**config.mk**
```make
export PLATFORM = sky130hd
export DESIGN_NAME = srfr_level
export DESIGN_NICKNAME = d
export VERILOG_FILES = /design/src/sv/srfr_pkg.sv /design/src/sv/srfr_alu.sv /design/src/sv/srfr_level.sv
export SDC_FILE = /design/constraint.sdc
export NUM_CORES = 1
export LEC_CHECK = 0
export BUFFER_PORTS_ARGS = -buffer_cell sky130_fd_sc_hd__buf_4
export CORE_ASPECT_RATIO = 2
export CORE_MARGIN = 4
export CORE_UTILIZATION = 45
export CTS_CLUSTER_DIAMETER = 200
export DETAILED_ROUTE_END_ITERATION = 16
export SLEW_MARGIN = 20
export SYNTH_ARGS = -nofsm -noshare
export SYNTH_HDL_FRONTEND = slang
export SYNTH_HIERARCHICAL = 1
export SYNTH_SLANG_ARGS = --single-unit
export TNS_END_PERCENT = 100
```
**constraint.sdc**
```tcl
create_clock -name clk -period 9.7 [get_ports clk]
set_clock_uncertainty 0.15 [all_clocks]
set_input_delay 0.485 -clock clk [delete_from_list [all_inputs] [get_ports clk]]
set_output_delay 0.485 -clock clk [all_outputs]
set_load 0.01 [all_outputs]
```
**src/sv/srfr_pkg.sv**
```systemverilog
// Shared types and constants for the sample ring with frame read and RMS level.
package srfr_pkg;

	localparam int SMP_W   = 16;
	localparam int AVAIL_W = 12;
	localparam int LEVEL_W = 16;
	localparam int ALU_W   = 32;
	localparam int QUO_W   = 31;
	localparam int SQ_W    = 32;

	localparam logic [AVAIL_W-1:0] AVAIL_MAX = '1;
	localparam logic [ALU_W-1:0]   SQRT_TOP  = 32'h4000_0000;

	localparam logic OP_PUSH = 1'b0;
	localparam logic OP_READ = 1'b1;

	localparam logic [1:0] KIND_STORED = 2'd0;
	localparam logic [1:0] KIND_DROP   = 2'd1;
	localparam logic [1:0] KIND_FRAME  = 2'd2;
	localparam logic [1:0] KIND_NA     = 2'd3;

	typedef struct packed {
		logic                    opcode;
		logic signed [SMP_W-1:0] sample_in;
		logic                    block_end;
	} in_item_t;

	typedef struct packed {
		logic [1:0]              result_kind;
		logic signed [SMP_W-1:0] sample_out;
		logic                    frame_last;
		logic [AVAIL_W-1:0]      available_count;
		logic [LEVEL_W-1:0]      rms_level;
	} out_item_t;

	typedef struct packed {
		logic             go;
		logic [SMP_W-1:0] sample;
		logic             block_end;
	} lvl_req_t;

	typedef struct packed {
		logic               busy;
		logic [LEVEL_W-1:0] level;
	} lvl_stat_t;

endpackage

```
**src/sv/srfr_alu.sv**
```systemverilog
// Shared subtract-and-compare unit: a minus (b0 + b1) and its sign.
module srfr_alu (
	input  logic [srfr_pkg::ALU_W-1:0] a,
	input  logic [srfr_pkg::ALU_W-1:0] b0,
	input  logic [srfr_pkg::ALU_W-1:0] b1,
	output logic [srfr_pkg::ALU_W-1:0] diff,
	output logic                       ge
);

	logic [srfr_pkg::ALU_W:0] sub_sum;

	always_comb begin
		sub_sum = {1'b0, b0} + {1'b0, b1};
		ge      = {1'b0, a} >= sub_sum;
		diff    = a - sub_sum[srfr_pkg::ALU_W-1:0];
	end

endmodule

```
**src/sv/srfr_level.sv**
```systemverilog
// Block level engine: square, accumulate, divide by count and integer square root.
module srfr_level #(
	parameter int BLOCK_MAX = 1024
) (
	input  logic               clk,
	input  logic               arst_n,
	input  srfr_pkg::lvl_req_t req,
	output srfr_pkg::lvl_stat_t stat
);

	localparam int CNT_W  = $clog2(BLOCK_MAX + 1);
	localparam int SUM_W  = CNT_W + 30;
	localparam int STEP_W = $clog2(SUM_W);

	localparam logic [2:0] L_IDLE = 3'd0;
	localparam logic [2:0] L_SQ   = 3'd1;
	localparam logic [2:0] L_ACC  = 3'd2;
	localparam logic [2:0] L_DIV  = 3'd3;
	localparam logic [2:0] L_SQRT = 3'd4;

	logic [2:0]                    state_q;
	logic [SUM_W-1:0]              sum_q;
	logic [CNT_W-1:0]              cnt_q;
	logic [srfr_pkg::LEVEL_W-1:0]  level_q;

	logic [srfr_pkg::SMP_W-1:0]    mag_q;
	logic                          bend_q;
	logic [srfr_pkg::SQ_W-1:0]     prod_q;
	logic [SUM_W-1:0]              dividend_q;
	logic [CNT_W-1:0]              divisor_q;
	logic [CNT_W-1:0]              rem_q;
	logic [srfr_pkg::QUO_W-1:0]    quo_q;
	logic [STEP_W-1:0]             step_q;
	logic [srfr_pkg::QUO_W-1:0]    v_q;
	logic [srfr_pkg::ALU_W-1:0]    res_q;
	logic [srfr_pkg::ALU_W-1:0]    bit_q;

	logic [srfr_pkg::SMP_W-1:0]    mag;
	logic [SUM_W-1:0]              sum_new;
	logic [CNT_W-1:0]              cnt_new;
	logic                          blk_done;
	logic [CNT_W:0]                shifted;
	logic [srfr_pkg::QUO_W-1:0]    quo_nxt;
	logic [srfr_pkg::ALU_W-1:0]    res_nxt;
	logic [srfr_pkg::ALU_W-1:0]    alu_a;
	logic [srfr_pkg::ALU_W-1:0]    alu_b0;
	logic [srfr_pkg::ALU_W-1:0]    alu_b1;
	logic [srfr_pkg::ALU_W-1:0]    alu_diff;
	logic                          alu_ge;

	srfr_alu u_alu (
		.a    (alu_a),
		.b0   (alu_b0),
		.b1   (alu_b1),
		.diff (alu_diff),
		.ge   (alu_ge)
	);

	always_comb begin
		mag      = req.sample[srfr_pkg::SMP_W-1] ? (~req.sample + 16'd1) : req.sample;
		sum_new  = sum_q + SUM_W'(prod_q);
		cnt_new  = cnt_q + CNT_W'(1);
		blk_done = bend_q || (cnt_new >= CNT_W'(BLOCK_MAX));
		shifted  = {rem_q, dividend_q[SUM_W-1]};
		quo_nxt  = {quo_q[srfr_pkg::QUO_W-2:0], alu_ge};
		res_nxt  = alu_ge ? ((res_q >> 1) + bit_q) : (res_q >> 1);
		if (state_q == L_DIV) begin
			alu_a  = srfr_pkg::ALU_W'(shifted);
			alu_b0 = srfr_pkg::ALU_W'(divisor_q);
			alu_b1 = '0;
		end else begin
			alu_a  = srfr_pkg::ALU_W'(v_q);
			alu_b0 = res_q;
			alu_b1 = bit_q;
		end
	end

	always_ff @(posedge clk or negedge arst_n) begin
		if (!arst_n) begin
			state_q <= L_IDLE;
			sum_q   <= '0;
			cnt_q   <= '0;
			level_q <= '0;
		end else begin
			unique case (state_q)
				L_IDLE: begin
					if (req.go) begin
						state_q <= L_SQ;
					end
				end
				L_SQ: begin
					state_q <= L_ACC;
				end
				L_ACC: begin
					if (blk_done) begin
						sum_q   <= '0;
						cnt_q   <= '0;
						state_q <= L_DIV;
					end else begin
						sum_q   <= sum_new;
						cnt_q   <= cnt_new;
						state_q <= L_IDLE;
					end
				end
				L_DIV: begin
					if (step_q == '0) begin
						state_q <= L_SQRT;
					end
				end
				L_SQRT: begin
					if (bit_q[0]) begin
						level_q <= res_nxt[srfr_pkg::LEVEL_W-1:0];
						state_q <= L_IDLE;
					end
				end
				default: begin
					state_q <= L_IDLE;
				end
			endcase
		end
	end

	always_ff @(posedge clk) begin
		if (state_q == L_IDLE && req.go) begin
			mag_q  <= mag;
			bend_q <= req.block_end;
		end
		if (state_q == L_SQ) begin
			prod_q <= mag_q * mag_q;
		end
		if (state_q == L_ACC) begin
			dividend_q <= sum_new;
			divisor_q  <= cnt_new;
			rem_q      <= '0;
			quo_q      <= '0;
			step_q     <= STEP_W'(SUM_W - 1);
		end
		if (state_q == L_DIV) begin
			rem_q      <= alu_ge ? alu_diff[CNT_W-1:0] : shifted[CNT_W-1:0];
			dividend_q <= dividend_q << 1;
			quo_q      <= quo_nxt;
			step_q     <= step_q - STEP_W'(1);
			v_q        <= quo_nxt;
			res_q      <= '0;
			bit_q      <= srfr_pkg::SQRT_TOP;
		end
		if (state_q == L_SQRT) begin
			if (alu_ge) begin
				v_q <= alu_diff[srfr_pkg::QUO_W-1:0];
			end
			res_q <= res_nxt;
			bit_q <= bit_q >> 2;
		end
	end

	assign stat.busy  = (state_q != L_IDLE);
	assign stat.level = level_q;

endmodule

```
==> results.py <==
metrics = {
    "status": {
        "status": "finished clean",
    },
    "power_and_ir_drop": {
        "leakage_uw": 0.0126,
        "pwr-share-seq": 0.292,
        "internal_power_uw": 3270,
        "p_switching_uw": 2260,
        "peakVddDrop_uv": 200,
        "clockPowerShare": 0.214,
        "pwr-share-comb": 0.494,
        "swShare": 0.408,
        "power_per_cell_area_mw_per_mm2": 199,
    },
    "finish": {
        "antenna-diode-count": 0,
        "area_growth_syn_to_layout_pct": 8.04,
        "finish.cell_count_without_fillers": 3538,
        "commonest_non_fill_non_tap_cells_in_the_layout": "nand2_1, inv_1, ha_1",
        "drive_gt1_frac": 0.0624,
        "finalNetCount": 3164,
        "most_common_cell_after_layout_fill_and_taps_aside": "nand2_1",
    },
    "placement": {
        "io_buffers": 36,
        "placed_cells": 3478,
        "place.gp.congestion": 0.899,
        "dpl.hpwl_um": 53500,
    },
    "routing": {
        "postRouteWirelength_um": 66900,
        "route.vias.total": 19800,
        "highest-signal-layer": "met4",
        "drc": 0,
        "wl_met3_um": 1500,
        "vias_per_cell": 5.59,
        "wl_met2_um": 39200,
        "postRouteAntennaNets": 0,
        "routedWlPerCell_um": 18.9,
        "detail_route.wirelength.met1_um": 20900,
        "drt-initial-drc-count": 1080,
        "drt_pre_antenna_iters": 5,
    },
    "yosys": {
        "post_synth_inst_count": 2764,
        "mapped_cell_area_mm2": 0.0256,
        "synthesis.yosys.warnings": 6,
        "synthesized_area_per_cell_um2": 9.28,
    },
    "clock_network": {
        "cts.reportedPaths.clkPinSlew_ns": 0.06,
        "clock-root-buffer": "clkbuf_16",
        "tritoncts_num_sinks": 297,
        "worst_skew_pair.late_latency_ns": 0.58,
        "cts_buffer_depth": 3,
        "tritoncts": "built",
        "ctsHtreeMaxLevel": 1,
        "cts_repair_resize_count": 0,
        "cts_made_buffers": 31,
    },
    "critical_path": {
        "setup.reg_to_reg.worst_slack_ns": 1.77,
        "ff2ff_path_depth": 27,
        "crit_path_start_kind": "flip-flop",
        "slowest_stage": "o221a_2",
        "arrival_time_of_the_worst_setup_path_ns": 8.08,
        "cp_max_fo": 49,
        "cpLargestDelayFamily": "compound AO/OA/AOI/OAI gates",
        "critical_path_buf_inv_count": 4,
        "setup.worst_path.class": "flip-flop to flip-flop",
        "cp.depth": 27,
        "end_kind": "flip-flop",
        "critical-path-max-stage-delay_ns": 0.88,
        "worst_ep_required_time_ns": 9.85,
    },
    "timing": {
        "hold_fails_final_rpt": 0,
        "timing.final.setup_violations": 0,
        "setup_repair_after_global_routing_missed_its_margin": "no",
        "finalCriticalPeriod_ns": 7.93,
        "fin_setup_tns_ns": 0,
        "drv_slew": 0,
        "max_freq_ghz": 0.126,
        "finalCritPeriodShare": 0.818,
        "max_slew.worst_pin.slew_ns": 1.12,
        "whs_ns": 0.0656,
        "slew_headroom": 0.250,
    },
    "grt": {
        "antenna_found_initial": 0,
        "grt_pass1_wl_um": 107000,
        "grt_start_max_net_pins": 78,
        "grt_use_total": 0.218,
        "overflow": 0,
        "vias_in_the_first_global_route": 21200,
    },
    "flow_run": {
        "max_cap_violations": 0,
    },
    "die": {
        "die_w_um": 177,
        "floorplan.die_area_mm2": 0.0611,
        "design.core.area_mm2": 0.0563,
        "placement_rows": 123,
        "initial_core_util": 0.455,
        "ports": 37,
        "floorplan.die.height_um": 346,
    },
    "min_path": {
        "hold_path.class": "primary input to flip-flop",
        "whs_path_depth": 2,
    },
}
[stage by stage]
stage | setup WS, ns | power (uW) | util | instance area, um^2
floorplan | 2.77 | 3680 | - | 25700
global placement | 1.93 | 4310 | 0.474 | 26700
detailed placement | 1.80 | 4350 | 0.474 | 26700
CTS | 1.77 | 5560 | 0.492 | 27700
global route | 1.21 | 5920 | 0.492 | 27700
finish | 1.77 | 5530 | 0.492 | 27700
[routing by layer]
metal / up-vias / GRT usage
met5: - / 0
met4: 0 / 0.144
met3: 228 / 0.0166
met2: 403 / 0.451
met1: 9686 / 0.191
li1: 9457 / -
[repair_timing]
action / CTS / global route
setup buffers: 0 / 0
hold endpoints to repair: 15 / 0
hold buffers: 3 / 0
setup endpoints to repair: 0 / 0
[layout make-up]
class	instances	area, um^2
Sequential cell	297	8230
Tap cell	750	938
Clock inverter	16	121
Clock buffer	41	875
Inverter	302	1140
Timing Repair Buffer	61	465
Fill cell	5424	28600
Multi-Input combinational cell	2071	15900
[state kept, by name (all words and copies together), names as in the netlist]
register,flops
bend_q,1
bit_q,16
cnt_q,11
dividend_q,41
divisor_q,11
level_q,16
mag_q,16
prod_q,31
quo_q,30
rem_q,11
res_q,32
state_q,3
step_q,6
sum_q,41
v_q,31
[final timing paths]
check | endpoint | from
setup / recovery | rem_q[3] | state_q[2]
hold / removal | mag_q[5] | req[6]
setup reg to reg | rem_q[3] | state_q[2]
hold reg to reg | dividend_q[0] | dividend_q[0]
max in group asynchronous | state_q[0] | arst_n
min in group asynchronous | level_q[11] | arst_n
[power by group through the flow]
stage / clock network [uW] / registers, uW / logic (uW)
global route: 1260 / 1620 / 3030
detailed placement: 0 / 1640 / 2710
CTS: 1210 / 1610 / 2740
floorplan: 0 / 1570 / 2100
global placement: 0 / 1640 / 2670
finish: 1180 / 1620 / 2730
Power figures use the tool's default switching activity.
